File: src/hdl/combined_lcg_shuffle_rng_assert.svh
// assertion macros shared by the generator's modules
`ifndef COMBINED_LCG_SHUFFLE_RNG_ASSERT_SVH
`define COMBINED_LCG_SHUFFLE_RNG_ASSERT_SVH

// same-cycle implication, checked outside reset
`define CLSR_ASSERT_SAME(label, ante, cons, msg) \
  label: assert property (@(posedge clk) disable iff (!rst_n) (ante) |-> (cons)) \
    else $error(msg);

// next-cycle implication, checked outside reset
`define CLSR_ASSERT_NEXT(label, ante, cons, msg) \
  label: assert property (@(posedge clk) disable iff (!rst_n) (ante) |=> (cons)) \
    else $error(msg);

`endif

File: src/hdl/clsr_pkg.sv
// package: constants, codes and control types of the combined lcg shuffle generator
package clsr_pkg;

  // default shuffle table depth
  localparam int unsigned CLSR_TABLE_DEPTH = 32;
  // warm-up steps beyond the table depth on a reseed
  localparam int unsigned CLSR_WARM_EXTRA  = 8;

  // generator moduli and multipliers
  localparam logic [30:0] CLSR_MOD_ONE  = 31'd2147483563;
  localparam logic [30:0] CLSR_MOD_TWO  = 31'd2147483399;
  localparam logic [15:0] CLSR_MUL_ONE  = 16'd40014;
  localparam logic [15:0] CLSR_MUL_TWO  = 16'd40692;
  // 2^31 mod modulus, used to fold the high product bits back in
  localparam logic [7:0]  CLSR_FOLD_ONE = 8'd85;
  localparam logic [7:0]  CLSR_FOLD_TWO = 8'd249;
  // output wrap and fraction scaling
  localparam logic [30:0] CLSR_WRAP_TOP = 31'd2147483562;
  localparam logic [7:0]  CLSR_FRAC_K   = 8'd170;
  localparam logic [31:0] CLSR_FRAC_CAP = 32'd4294966780;

  // reset values of the generators
  localparam logic [30:0] CLSR_SEED_ONE = 31'd123456;
  localparam logic [30:0] CLSR_SEED_TWO = 31'd123456789;

  // command codes of an input beat
  localparam logic CLSR_CMD_DRAW   = 1'b0;
  localparam logic CLSR_CMD_RESEED = 1'b1;

  // controller to datapath commands
  typedef struct packed {
    logic seed_load;
    logic mult;
    logic fold;
    logic warm_step;
    logic draw_step;
    logic tbl_read;
    logic draw_update;
    logic frac_mul;
    logic frac_fold;
    logic out_load;
  } clsr_cmd_t;

  // datapath to controller status
  typedef struct packed {
    logic warm_last;
    logic out_free;
  } clsr_sts_t;

endpackage

File: src/hdl/clsr_in_if.sv
// input channel: command and seed beat with valid/ready
interface clsr_in_if
  import clsr_pkg::*;
();
  logic        valid;
  logic        ready;
  logic        cmd;
  logic [30:0] seed_value;

  modport source (output valid, output cmd, output seed_value, input ready);
  modport sink   (input valid, input cmd, input seed_value, output ready);
endinterface

File: src/hdl/clsr_out_if.sv
// result channel: random integer and fraction beat with valid/ready
interface clsr_out_if
  import clsr_pkg::*;
();
  logic        valid;
  logic        ready;
  logic [30:0] rand_int;
  logic [31:0] rand_frac;

  modport source (output valid, output rand_int, output rand_frac, input ready);
  modport sink   (input valid, input rand_int, input rand_frac, output ready);
endinterface

File: src/hdl/clsr_ram.sv
// generic single-port-write, single-port-read ram with registered read data
module clsr_ram #(
  parameter int unsigned WIDTH = 31,
  parameter int unsigned DEPTH = 32
) (
  input  logic                     clk,
  input  logic                     wr_en,
  input  logic [$clog2(DEPTH)-1:0] wr_addr,
  input  logic [WIDTH-1:0]         wr_data,
  input  logic                     rd_en,
  input  logic [$clog2(DEPTH)-1:0] rd_addr,
  output logic [WIDTH-1:0]         rd_data
);

  logic [WIDTH-1:0] mem [DEPTH];
  logic [WIDTH-1:0] rd_data_r;

  // write port
  always_ff @(posedge clk) begin
    if (wr_en) begin
      mem[wr_addr] <= wr_data;
    end
  end

  // registered read port
  always_ff @(posedge clk) begin
    if (rd_en) begin
      rd_data_r <= mem[rd_addr];
    end
  end

  assign rd_data = rd_data_r;

endmodule

File: src/hdl/clsr_ctrl.sv
// controller: sequences reseed warm-up, draw and fraction steps
`include "combined_lcg_shuffle_rng_assert.svh"
module clsr_ctrl
  import clsr_pkg::*;
(
  input  logic      clk,
  input  logic      rst_n,
  input  logic      in_valid,
  input  logic      in_cmd,
  output logic      in_ready,
  input  clsr_sts_t sts,
  output clsr_cmd_t cmd
);

  typedef enum logic [10:0] {
    S_IDLE  = 11'b000_0000_0001,
    S_WMUL  = 11'b000_0000_0010,
    S_WFOLD = 11'b000_0000_0100,
    S_WRED  = 11'b000_0000_1000,
    S_DMUL  = 11'b000_0001_0000,
    S_DFOLD = 11'b000_0010_0000,
    S_DRED  = 11'b000_0100_0000,
    S_DDIFF = 11'b000_1000_0000,
    S_FMUL  = 11'b001_0000_0000,
    S_FFOLD = 11'b010_0000_0000,
    S_FOUT  = 11'b100_0000_0000
  } clsr_state_t;

  clsr_state_t state_r;
  clsr_state_t state_nxt;

  assign in_ready = (state_r == S_IDLE);

  // next state and command decode
  always_comb begin
    state_nxt = state_r;
    cmd       = '0;
    unique case (state_r)
      S_IDLE: begin
        if (in_valid) begin
          if (in_cmd == CLSR_CMD_RESEED) begin
            cmd.seed_load = 1'b1;
            state_nxt     = S_WMUL;
          end else begin
            state_nxt     = S_DMUL;
          end
        end
      end
      S_WMUL: begin
        cmd.mult  = 1'b1;
        state_nxt = S_WFOLD;
      end
      S_WFOLD: begin
        cmd.fold  = 1'b1;
        state_nxt = S_WRED;
      end
      S_WRED: begin
        cmd.warm_step = 1'b1;
        state_nxt     = sts.warm_last ? S_DMUL : S_WMUL;
      end
      S_DMUL: begin
        cmd.mult  = 1'b1;
        state_nxt = S_DFOLD;
      end
      S_DFOLD: begin
        cmd.fold     = 1'b1;
        cmd.tbl_read = 1'b1;
        state_nxt    = S_DRED;
      end
      S_DRED: begin
        cmd.draw_step = 1'b1;
        state_nxt     = S_DDIFF;
      end
      S_DDIFF: begin
        cmd.draw_update = 1'b1;
        state_nxt       = S_FMUL;
      end
      S_FMUL: begin
        cmd.frac_mul = 1'b1;
        state_nxt    = S_FFOLD;
      end
      S_FFOLD: begin
        cmd.frac_fold = 1'b1;
        state_nxt     = S_FOUT;
      end
      S_FOUT: begin
        if (sts.out_free) begin
          cmd.out_load = 1'b1;
          state_nxt    = S_IDLE;
        end
      end
      default: begin
        state_nxt = S_IDLE;
      end
    endcase
  end

  // state register
  always_ff @(posedge clk) begin
    if (!rst_n) begin
      state_r <= S_IDLE;
    end else begin
      state_r <= state_nxt;
    end
  end

  // a result is only loaded when the output register can take it
  `CLSR_ASSERT_SAME(a_load_when_free, cmd.out_load, sts.out_free, "result loaded over a held beat")
  // a reseed beat always starts the warm-up
  `CLSR_ASSERT_NEXT(a_reseed_warm, in_valid && in_ready && in_cmd == CLSR_CMD_RESEED, state_r == S_WMUL, "reseed did not enter warm-up")

endmodule

File: src/hdl/clsr_dp.sv
// datapath: generator registers, modular multiply, shuffle table and fraction
`include "combined_lcg_shuffle_rng_assert.svh"
module clsr_dp
  import clsr_pkg::*;
#(
  parameter int unsigned TABLE_DEPTH = CLSR_TABLE_DEPTH
) (
  input  logic        clk,
  input  logic        rst_n,
  input  logic [30:0] in_seed_value,
  input  clsr_cmd_t   cmd,
  output clsr_sts_t   sts,
  input  logic        out_ready,
  output logic        out_valid,
  output logic [30:0] out_rand_int,
  output logic [31:0] out_rand_frac
);

  localparam int unsigned SLOT_W   = $clog2(TABLE_DEPTH);
  localparam int unsigned CNT_W    = $clog2(TABLE_DEPTH + CLSR_WARM_EXTRA);
  localparam int unsigned SLOT_DIV = 1 + (int'(CLSR_WRAP_TOP) / TABLE_DEPTH);

  // generator state
  logic [30:0]       gen_one_r;
  logic [30:0]       gen_two_r;
  logic [30:0]       last_output_r;
  logic [SLOT_W-1:0] slot_r;
  logic [SLOT_W-1:0] slot_nxt;
  logic [CNT_W-1:0]  warm_cnt_r;

  // modular multiply pipeline
  logic [46:0] prod_one_r;
  logic [46:0] prod_two_r;
  logic [31:0] fold_one_r;
  logic [31:0] fold_two_r;
  logic [30:0] red_one;
  logic [30:0] red_two;
  logic [30:0] seed_eff;

  // shuffle table
  logic [TABLE_DEPTH-1:0] tbl_valid_r;
  logic                   tbl_hit_r;
  logic                   tbl_wr_en;
  logic [SLOT_W-1:0]      tbl_wr_addr;
  logic [30:0]            tbl_wr_data;
  logic [30:0]            tbl_rd_data;
  logic [30:0]            tbl_val;
  logic                   warm_in_table;

  // draw difference and fraction
  logic [31:0] diff;
  logic [30:0] wrapped;
  logic [38:0] frac_t_r;
  logic [7:0]  frac_hi_r;
  logic [31:0] frac_s_r;
  logic [32:0] frac_q;
  logic [31:0] frac_capped;

  // output register
  logic        out_valid_r;
  logic [30:0] out_rand_int_r;
  logic [31:0] out_rand_frac_r;

  // zero seed becomes one
  assign seed_eff = (in_seed_value == '0) ? 31'd1 : in_seed_value;

  // reduce a folded value below the modulus with one subtract
  assign red_one = (fold_one_r >= {1'b0, CLSR_MOD_ONE}) ?
                   31'(fold_one_r - {1'b0, CLSR_MOD_ONE}) : fold_one_r[30:0];
  assign red_two = (fold_two_r >= {1'b0, CLSR_MOD_TWO}) ?
                   31'(fold_two_r - {1'b0, CLSR_MOD_TWO}) : fold_two_r[30:0];

  // slot from last output: count of slot boundaries at or below it
  always_comb begin
    slot_nxt = '0;
    for (int k = 1; k < int'(TABLE_DEPTH); k++) begin
      if ({1'b0, last_output_r} >= 32'(k * SLOT_DIV)) begin
        slot_nxt = SLOT_W'(k);
      end
    end
  end

  // table write: warm-up fill or refill of the drawn slot
  assign warm_in_table = (warm_cnt_r < CNT_W'(TABLE_DEPTH));
  assign tbl_wr_en     = (cmd.warm_step && warm_in_table) || cmd.draw_update;
  assign tbl_wr_addr   = cmd.draw_update ? slot_r : warm_cnt_r[SLOT_W-1:0];
  assign tbl_wr_data   = cmd.draw_update ? gen_one_r : red_one;

  clsr_ram #(
    .WIDTH (31),
    .DEPTH (TABLE_DEPTH)
  ) u_table (
    .clk     (clk),
    .wr_en   (tbl_wr_en),
    .wr_addr (tbl_wr_addr),
    .wr_data (tbl_wr_data),
    .rd_en   (cmd.tbl_read),
    .rd_addr (slot_r),
    .rd_data (tbl_rd_data)
  );

  // an entry never written reads as zero
  assign tbl_val = tbl_hit_r ? tbl_rd_data : '0;

  // slot value minus generator two, wrapped into 1..wrap top
  assign diff    = {1'b0, tbl_val} - {1'b0, gen_two_r};
  assign wrapped = (diff[31] || diff == '0) ?
                   31'(diff + {1'b0, CLSR_WRAP_TOP}) : diff[30:0];

  // fraction: floor(l * 2^32 / m1) = 2l + hi + (s >= m1)
  assign frac_q      = {1'b0, last_output_r, 1'b0} + 33'(frac_hi_r)
                     + 33'(frac_s_r >= {1'b0, CLSR_MOD_ONE});
  assign frac_capped = (frac_q > {1'b0, CLSR_FRAC_CAP}) ? CLSR_FRAC_CAP : frac_q[31:0];

  // generator and control registers
  always_ff @(posedge clk) begin
    if (!rst_n) begin
      gen_one_r     <= CLSR_SEED_ONE;
      gen_two_r     <= CLSR_SEED_TWO;
      last_output_r <= '0;
      warm_cnt_r    <= '0;
      tbl_valid_r   <= '0;
      tbl_hit_r     <= 1'b0;
      out_valid_r   <= 1'b0;
    end else begin
      if (cmd.seed_load) begin
        gen_one_r  <= seed_eff;
        gen_two_r  <= seed_eff;
        warm_cnt_r <= CNT_W'(TABLE_DEPTH + CLSR_WARM_EXTRA - 1);
      end
      if (cmd.warm_step) begin
        gen_one_r <= red_one;
        if (warm_cnt_r == '0) begin
          last_output_r <= red_one;
        end else begin
          warm_cnt_r <= warm_cnt_r - 1'b1;
        end
      end
      if (cmd.draw_step) begin
        gen_one_r <= red_one;
        gen_two_r <= red_two;
      end
      if (cmd.draw_update) begin
        last_output_r <= wrapped;
      end
      if (tbl_wr_en) begin
        tbl_valid_r[tbl_wr_addr] <= 1'b1;
      end
      if (cmd.tbl_read) begin
        tbl_hit_r <= tbl_valid_r[slot_r];
      end
      if (cmd.out_load) begin
        out_valid_r <= 1'b1;
      end else if (out_ready) begin
        out_valid_r <= 1'b0;
      end
    end
  end

  // pipeline payload registers
  always_ff @(posedge clk) begin
    if (cmd.mult) begin
      prod_one_r <= 47'(CLSR_MUL_ONE) * 47'(gen_one_r);
      prod_two_r <= 47'(CLSR_MUL_TWO) * 47'(gen_two_r);
      slot_r     <= slot_nxt;
    end
    if (cmd.fold) begin
      fold_one_r <= 32'(prod_one_r[46:31]) * 32'(CLSR_FOLD_ONE) + 32'(prod_one_r[30:0]);
      fold_two_r <= 32'(prod_two_r[46:31]) * 32'(CLSR_FOLD_TWO) + 32'(prod_two_r[30:0]);
    end
    if (cmd.frac_mul) begin
      frac_t_r <= 39'(last_output_r) * 39'(CLSR_FRAC_K);
    end
    if (cmd.frac_fold) begin
      frac_hi_r <= frac_t_r[38:31];
      frac_s_r  <= 32'(frac_t_r[38:31]) * 32'(CLSR_FOLD_ONE) + 32'(frac_t_r[30:0]);
    end
    if (cmd.out_load) begin
      out_rand_int_r  <= last_output_r;
      out_rand_frac_r <= frac_capped;
    end
  end

  assign sts.warm_last = (warm_cnt_r == '0);
  assign sts.out_free  = !out_valid_r || out_ready;

  assign out_valid     = out_valid_r;
  assign out_rand_int  = out_rand_int_r;
  assign out_rand_frac = out_rand_frac_r;

  // a generator step always lands below its modulus
  `CLSR_ASSERT_NEXT(a_gen_one_range, cmd.warm_step || cmd.draw_step, gen_one_r < CLSR_MOD_ONE, "generator one out of range")
  `CLSR_ASSERT_NEXT(a_gen_two_range, cmd.draw_step, gen_two_r < CLSR_MOD_TWO, "generator two out of range")
  // a drawn output is always in 1..wrap top
  `CLSR_ASSERT_NEXT(a_draw_range, cmd.draw_update, last_output_r != '0 && last_output_r <= CLSR_WRAP_TOP, "drawn output out of range")

endmodule

File: src/hdl/combined_lcg_shuffle_rng.sv
// top level: combined lcg random generator with shuffle table
// Combined two-modulus multiplicative generator (moduli 2147483563 and 2147483399)
// behind a TABLE_DEPTH-entry shuffle table. A draw beat (cmd 0) returns one result
// beat after the multiply, fold and reduce steps of the two generators, the table
// difference step and the U0.32 fraction steps, the last of which waits while the
// output register still holds an untaken beat. A reseed beat (cmd 1) first runs
// TABLE_DEPTH+8 warm-up steps of generator one through the same multiply, fold and
// reduce path, then draws. The input is taken only while no item is in progress; a
// finished result waits in the output register without holding up that acceptance.
module combined_lcg_shuffle_rng
  import clsr_pkg::*;
#(
  parameter int unsigned TABLE_DEPTH = CLSR_TABLE_DEPTH
) (
  input  logic      clk,
  input  logic      rst_n,
  clsr_in_if.sink   in_ch,
  clsr_out_if.source out_ch
);

  clsr_cmd_t cmd;
  clsr_sts_t sts;

  // sequencer
  clsr_ctrl u_ctrl (
    .clk      (clk),
    .rst_n    (rst_n),
    .in_valid (in_ch.valid),
    .in_cmd   (in_ch.cmd),
    .in_ready (in_ch.ready),
    .sts      (sts),
    .cmd      (cmd)
  );

  // arithmetic, table and output register
  clsr_dp #(
    .TABLE_DEPTH (TABLE_DEPTH)
  ) u_dp (
    .clk           (clk),
    .rst_n         (rst_n),
    .in_seed_value (in_ch.seed_value),
    .cmd           (cmd),
    .sts           (sts),
    .out_ready     (out_ch.ready),
    .out_valid     (out_ch.valid),
    .out_rand_int  (out_ch.rand_int),
    .out_rand_frac (out_ch.rand_frac)
  );

endmodule
File: src/flat_wrapper.sv
// flat-port wrapper written by rule: the top's interface ports become plain ports
module combined_lcg_shuffle_rng_flat import clsr_pkg::*;
#(
  parameter int unsigned TABLE_DEPTH = CLSR_TABLE_DEPTH
)
  (clk, rst_n, in_ch_valid, in_ch_cmd, in_ch_seed_value, in_ch_ready, out_ch_valid, out_ch_rand_int, out_ch_rand_frac, out_ch_ready);
  clsr_in_if in_ch_i ();
  clsr_out_if out_ch_i ();
  input  logic clk;
  input  logic rst_n;
  input wire logic [$bits(in_ch_i.valid)-1:0] in_ch_valid;
  input wire logic [$bits(in_ch_i.cmd)-1:0] in_ch_cmd;
  input wire logic [$bits(in_ch_i.seed_value)-1:0] in_ch_seed_value;
  output wire logic [$bits(in_ch_i.ready)-1:0] in_ch_ready;
  output wire logic [$bits(out_ch_i.valid)-1:0] out_ch_valid;
  output wire logic [$bits(out_ch_i.rand_int)-1:0] out_ch_rand_int;
  output wire logic [$bits(out_ch_i.rand_frac)-1:0] out_ch_rand_frac;
  input wire logic [$bits(out_ch_i.ready)-1:0] out_ch_ready;
  assign in_ch_i.valid = in_ch_valid;
  assign in_ch_i.cmd = in_ch_cmd;
  assign in_ch_i.seed_value = in_ch_seed_value;
  assign in_ch_ready = in_ch_i.ready;
  assign out_ch_valid = out_ch_i.valid;
  assign out_ch_rand_int = out_ch_i.rand_int;
  assign out_ch_rand_frac = out_ch_i.rand_frac;
  assign out_ch_i.ready = out_ch_ready;
  combined_lcg_shuffle_rng #(.TABLE_DEPTH(TABLE_DEPTH)) u_core (.clk(clk), .rst_n(rst_n), .in_ch(in_ch_i), .out_ch(out_ch_i));
endmodule
File: config.mk
export PLATFORM = sky130hd
export DESIGN_NAME = combined_lcg_shuffle_rng_flat
export DESIGN_NICKNAME = d
export VERILOG_FILES = /design/src/hdl/clsr_pkg.sv /design/src/hdl/clsr_in_if.sv /design/src/hdl/clsr_out_if.sv /design/src/hdl/clsr_ram.sv /design/src/hdl/clsr_ctrl.sv /design/src/hdl/clsr_dp.sv /design/src/hdl/combined_lcg_shuffle_rng.sv /design/src/flat_wrapper.sv
export VERILOG_INCLUDE_DIRS = /design/src /design/src/hdl
export SDC_FILE = /design/constraint.sdc
export NUM_CORES = 2
export LEC_CHECK = 0
export BUFFER_PORTS_ARGS = -buffer_cell sky130_fd_sc_hd__buf_2
export CAP_MARGIN = 20
export CORE_ASPECT_RATIO = 1.25
export CORE_MARGIN = 1
export CORE_UTILIZATION = 58
export CTS_CLUSTER_DIAMETER = 80
export DETAILED_ROUTE_END_ITERATION = 7
export MAX_ROUTING_LAYER = met4
export PLACE_DENSITY = 0.77
export SLEW_MARGIN = 20
export SYNTH_ARGS = -nofsm -noshare
export SYNTH_HDL_FRONTEND = slang
export SYNTH_SLANG_ARGS = --single-unit
File: constraint.sdc
create_clock -name clk -period 5.92 [get_ports clk]
set_input_delay 0.296 -clock clk [delete_from_list [all_inputs] [get_ports clk]]
set_output_delay 0.296 -clock clk [all_outputs]
set_load 0.02 [all_outputs]
==> flow_summary.ini, run 1 <==
[placement]
place.gp.congestion = 1.014
pre_cts_ws_ns = -0.4883
hpwl_um = 171000
io_buffers = 100
dpl.cell_count = 8746
postPlaceCellArea_sq_mm = 0.09288

[logic_synthesis]
synth.distinct_cells = 88
ys_seq_area_share_pct = 48.98
syn_avg_cell_area_sq_um = 13.51
ys_ff_latch = 1467
syn-num-nets = 7631
async_reset_ff_share_pct = 0
syn_inst = 6441
syn-cell-area_sq_mm = 0.08700
synthFlopType = edfxtp_1
yosysWarnings = 0
synth_edf_count = 1323

[status]
stop_stage = global routing (5_1_grt)
run_status = aborted with a tool error
stop_error = [ERROR GRT-0229] Vertical edge usage exceeds the maximum allowed. (17, 58) usage=65535 limit=2200

[die]
die_y_um = 435.0
initial_core_util_pct = 58.52
num_io_pins = 101
die_w_um = 348.4
num_rows = 158

[global_route]
grt_max_degree = 104

[cts]
h-tree-depth = 4
cts_buffers = 143
clockBufferDepth = 3
clock-sinks = 1467
cts_root_buf = clkbuf_16
[timing repair]
item	CTS
endpoints found under the hold margin	23
resized for setup	88
setup endpoints to repair	22
hold buffers	17
pin swaps	50
buffers inserted	13
[synth_stat cells (11+ instances only)]
| library cell | count | area, sq um |
|---|---|---|
| edfxtp_1 | 1323 | 39730 |
| inv_1 | 865 | 3247 |
| ha_1 | 632 | 7908 |
| fa_1 | 522 | 10450 |
| mux4_2 | 320 | 7207 |
| nand2_1 | 315 | 1182 |
| nor2_1 | 296 | 1111 |
| a21oi_1 | 283 | 1416 |
| xnor2_1 | 194 | 1699 |
| o21ai_0 | 173 | 865.8 |
| dfxtp_1 | 144 | 2883 |
| clkbuf_1 | 136 | 510.5 |
| nand3_1 | 122 | 610.6 |
| a21o_1 | 80 | 600.6 |
| xor2_1 | 79 | 691.9 |
| nor3_1 | 67 | 335.3 |
| and2_1 | 66 | 412.9 |
| o21a_1 | 66 | 495.5 |
| o211ai_1 | 59 | 442.9 |
| nand2b_1 | 48 | 300.3 |
| nor4_1 | 42 | 262.8 |
| a211oi_1 | 40 | 300.3 |
| nand4_1 | 40 | 250.2 |
| and3_1 | 39 | 244.0 |
| buf_1 | 34 | 127.6 |
| nor2b_1 | 34 | 212.7 |
| o21bai_1 | 34 | 255.2 |
| mux2_2 | 33 | 371.6 |
| or3_1 | 29 | 181.4 |
| a31oi_1 | 25 | 156.4 |
| or2_2 | 21 | 131.4 |
| a21boi_0 | 18 | 135.1 |
| o31ai_1 | 17 | 127.6 |
| and4_1 | 14 | 122.6 |
| o21ai_1 | 14 | 70.07 |
| o22ai_1 | 13 | 81.33 |
| o31a_1 | 13 | 113.9 |
| nor3b_1 | 12 | 90.09 |
| a211o_1 | 11 | 96.34 |
| mux2i_1 | 11 | 110.1 |
[metrics by stage]
step / util [%] / setup TNS [ns]
floorplan: - / -0.01455
global placement: 62.41 / -4.744
detailed placement: 62.47 / -5.253
CTS: 66.04 / -0.1684
[kinds of logic after synthesis]
kind of cell	Yosys count	synth area share, %
AO/OA/AOI/OAI	948	7.067
buffers and inverters	1047	4.550
multiplexers	364	8.838
XOR/XNOR	273	2.748
adder cells (fa/ha/maj)	1154	21.10
AND/OR/NAND/NOR	1188	6.715
flip-flops	1467	48.98
==> run 2, diff against run 1 <==
--- a/config.mk
+++ b/config.mk
@@ -8,13 +8,10 @@
 export LEC_CHECK = 0
 export BUFFER_PORTS_ARGS = -buffer_cell sky130_fd_sc_hd__buf_2
 export CAP_MARGIN = 20
-export CORE_ASPECT_RATIO = 1.25
 export CORE_MARGIN = 1
-export CORE_UTILIZATION = 58
-export CTS_CLUSTER_DIAMETER = 80
+export CORE_UTILIZATION = 40
 export DETAILED_ROUTE_END_ITERATION = 7
-export MAX_ROUTING_LAYER = met4
-export PLACE_DENSITY = 0.77
+export PLACE_DENSITY_LB_ADDON = 0.15
 export SLEW_MARGIN = 20
 export SYNTH_ARGS = -nofsm -noshare
 export SYNTH_HDL_FRONTEND = slang
==> constraint.sdc (replaced) <==
create_clock -name clk -period 7.7 [get_ports clk]
set_input_delay 0.385 -clock clk [delete_from_list [all_inputs] [get_ports clk]]
set_output_delay 0.385 -clock clk [all_outputs]
set_load 0.02 [all_outputs]
==> flow_summary.ini, run 2 <==
[die]
die_y_um = 468.4
core_area_sq_mm = 0.2155
num_rows = 170
num_io_pins = 101
initial_core_util_pct = 40.38
die_area_sq_mm = 0.2194
die_w_um = 468.4

[finish]
mostFrequentLayoutCell = edfxtp_1
largest_reg_flops = 992
nets = 7849
final_cell_mix = edfxtp_1, inv_1, ha_1
area_growth_pct = 11.58
drive_gt1_share_pct = 13.76
regMostFlops = u_core.u_dp.u_table.mem
fillers = 19350
largestRegisters = u_core.u_dp.u_table.mem: 992 flops, u_core.u_dp.prod_one_r: 46 flops, u_core.u_dp.prod_two_r: 45 flops
final_core_util_pct = 45.05

[sta]
hold_ws_ns = 0.07788
finalCritPeriodShare_pct = 95.23
final.setup_skew_ns = 0.03859
setup-tns-final_ns = 0
setup_viol = 0
drv_slew = 0
relSlewSlack_pct = 25.90
worstMarginPinSlew_ns = 1.104
fmax_mhz = 136.4
fin_crit_ns = 7.333
hold_viol = 0
rsz0062_at_grt = false

[global_route]
grt_overflow = 0
first_global_vias = 54040
grtUsageTotal_pct = 23.21
grt_pass1_wl_um = 370100
antenna_found_initial = 7
grt_max_degree = 114

[logic_synthesis]
syn-num-nets = 7631
synth_top_area_share_pct = 45.67
yosysTopAreaCell = edfxtp_1
syn_avg_cell_area_sq_um = 13.51
ys_seq_area_share_pct = 48.98
yosys-top-cells-count = edfxtp_1, inv_1, ha_1
synth.distinct_cells = 88
synth.area.top_cells = edfxtp_1, fa_1, ha_1
async_reset_ff_share_pct = 0
yosysWarnings = 0
yosysMostFrequentCell = edfxtp_1
syn-cell-area_sq_mm = 0.08700
syn_inst = 6441
synthFlopType = edfxtp_1
synth_edf_count = 1323
ys_ff_latch = 1467

[critical_path]
cp-end-kind = register
timing.rr.end = u_core.u_dp.prod_two_r[41]$_DFFE_PP_
critPathRequiredTime_ns = 8.25
crit_type = register to register
crit_end = u_core.u_dp.prod_two_r[41]$_DFFE_PP_
critPathMaxFanout = 8
startpoint = u_core.u_dp.gen_two_r[15]$_SDFFE_PN1P_
rrSetupSlack_ns = 0.37
crit_arrival_ns = 7.88
start_kind = register
r2r_cells = 22
r2r_start = u_core.u_dp.gen_two_r[15]$_SDFFE_PN1P_

[detailed_routing]
ant_nets = 0
drtIter0Drc = 4482
dr.pass1.iters = 5
num_vias = 53110
drc = 0
avgViaCountPerCell = 5.521
routed_wirelength_um = 251200
wire_per_inst_um = 26.11

[worst_hold_path]
hold_path_class = input pin to register

[status]
run_status = completed

[cts]
cts_buffers = 158
clock_latency_ns = 0.82
clk_pin_slew_worst_paths_ns = 0.07
cts_tree = yes
clockBufferDepth = 3
clock-sinks = 1467
cts_root_buf = clkbuf_16
h-tree-depth = 4

[power]
cellPowerDensity_mw_per_mm2 = 485.6
p_leak_nw = 37.86
p_total_w = 0.04714
peakVddDrop_mv = 1.133

[run]
drv_cap = 0

[placement]
io_buffers = 100
hpwl_um = 173300
place.gp.congestion = 0.8964
## run 2: area by class of cell
cell class | instances | area, sq um | area share (%)
inverters | 868 | 3258 | 3.356
repair buffers | 237 | 1594 | 1.642
multi-input cells | 3927 | 40880 | 42.11
clock buffers | 204 | 4199 | 4.326
well taps | 2838 | 3551 | 3.658
clock inverters | 78 | 978.4 | 1.008
flip-flops and latches | 1467 | 42610 | 43.90
diodes | 1 | 2.502 | 0.002578
## run 2: worst max-delay path, stage by stage, from the launching register on
cell	delay, ns
dfxtp_1	0.69
fa_1	0.56
ha_1	0.32
fa_1	0.59
inv_1	0.09
fa_1	0.55
inv_1	0.06
fa_1	0.57
fa_1	0.44
ha_1	0.37
a21o_1	0.20
a21o_1	0.17
a21oi_1	0.25
nand2_1	0.11
nor4_1	0.40
buf_4	0.21
o21ai_0	0.13
a2111oi_0	0.46
buf_4	0.21
nor2_1	0.07
a311oi_1	0.35
o21ai_0	0.15
xnor2_1	0.14
## run 2: logic make-up after synthesis
| group | share of synthesized area (%) |
|---|---|
| multiplexers | 8.838 |
| flip-flops | 48.98 |
| AO/OA/AOI/OAI | 7.067 |
| adder cells (fa/ha/maj) | 21.10 |
| XOR/XNOR | 2.748 |
| buffers and inverters | 4.550 |
| AND/OR/NAND/NOR | 6.715 |
## run 2: where the power goes
part	switching (W)	leakage, nW	internal, W	total, W
Clock	0.00332	2.50	0.00433	0.00765
Combinational	0.0167	22.5	0.0120	0.0288
Sequential	0.000314	12.9	0.0104	0.0107
## run 2: repair_timing
| action | 4_1_cts | 5_1_grt |
|---|---|---|
| endpoints found under the setup margin | 0 | 1 |
| setup buffers | 0 | 0 |
| resized for setup | 0 | 1 |
| hold endpoints to repair | 3 | 0 |
| hold buffers | 2 | 0 |
## run 2: per-stage QoR
stage / instance area [sq um] / instances / worst slack (ns)
2_1_floorplan: 87000 / 6441 / 1.391
5_1_grt: 97070 / 9620 / 0.03945
4_1_cts: 97020 / 9617 / 0.3242
3_5_place_dp: 91820 / 9333 / 0.3882
6_report: 97070 / 9620 / 0.3671
3_3_place_gp: 91820 / 9333 / 0.5579
## run 2: worst min-delay path by stage
stage               slack [ns]  cells after the start                                        to                                startpoint
finish                    0.08                      4     u_core.u_ctrl.state_r[0]$_SDFFE_PN1P_                               in_ch_valid
global route              0.07                      3     u_core.u_dp.gen_one_r[7]$_SDFFE_PN0P_                       in_ch_seed_value[7]
CTS                      0.003                      4     u_core.u_ctrl.state_r[0]$_SDFFE_PN1P_                               in_ch_valid
detailed placement        0.45                      1  u_core.u_dp.tbl_valid_r[11]$_SDFFE_PN0N_  u_core.u_dp.tbl_valid_r[11]$_SDFFE_PN0N_
global placement          0.44                      1  u_core.u_dp.tbl_valid_r[29]$_SDFFE_PN0N_  u_core.u_dp.tbl_valid_r[29]$_SDFFE_PN0N_
floorplan                 0.44                      1  u_core.u_dp.tbl_valid_r[10]$_SDFFE_PN0N_  u_core.u_dp.tbl_valid_r[10]$_SDFFE_PN0N_
## run 2: per-layer routing
| layer | track usage (%) | part of all wire (%) |
|---|---|---|
| met5 | 0 | 0.0052 |
| met4 | 5.345 | 2.2 |
| met3 | 3.410 | 5.5 |
| met2 | 36.93 | 46 |
| met1 | 33.51 | 46 |
No activity file was read; power rests on OpenSTA's default activity.
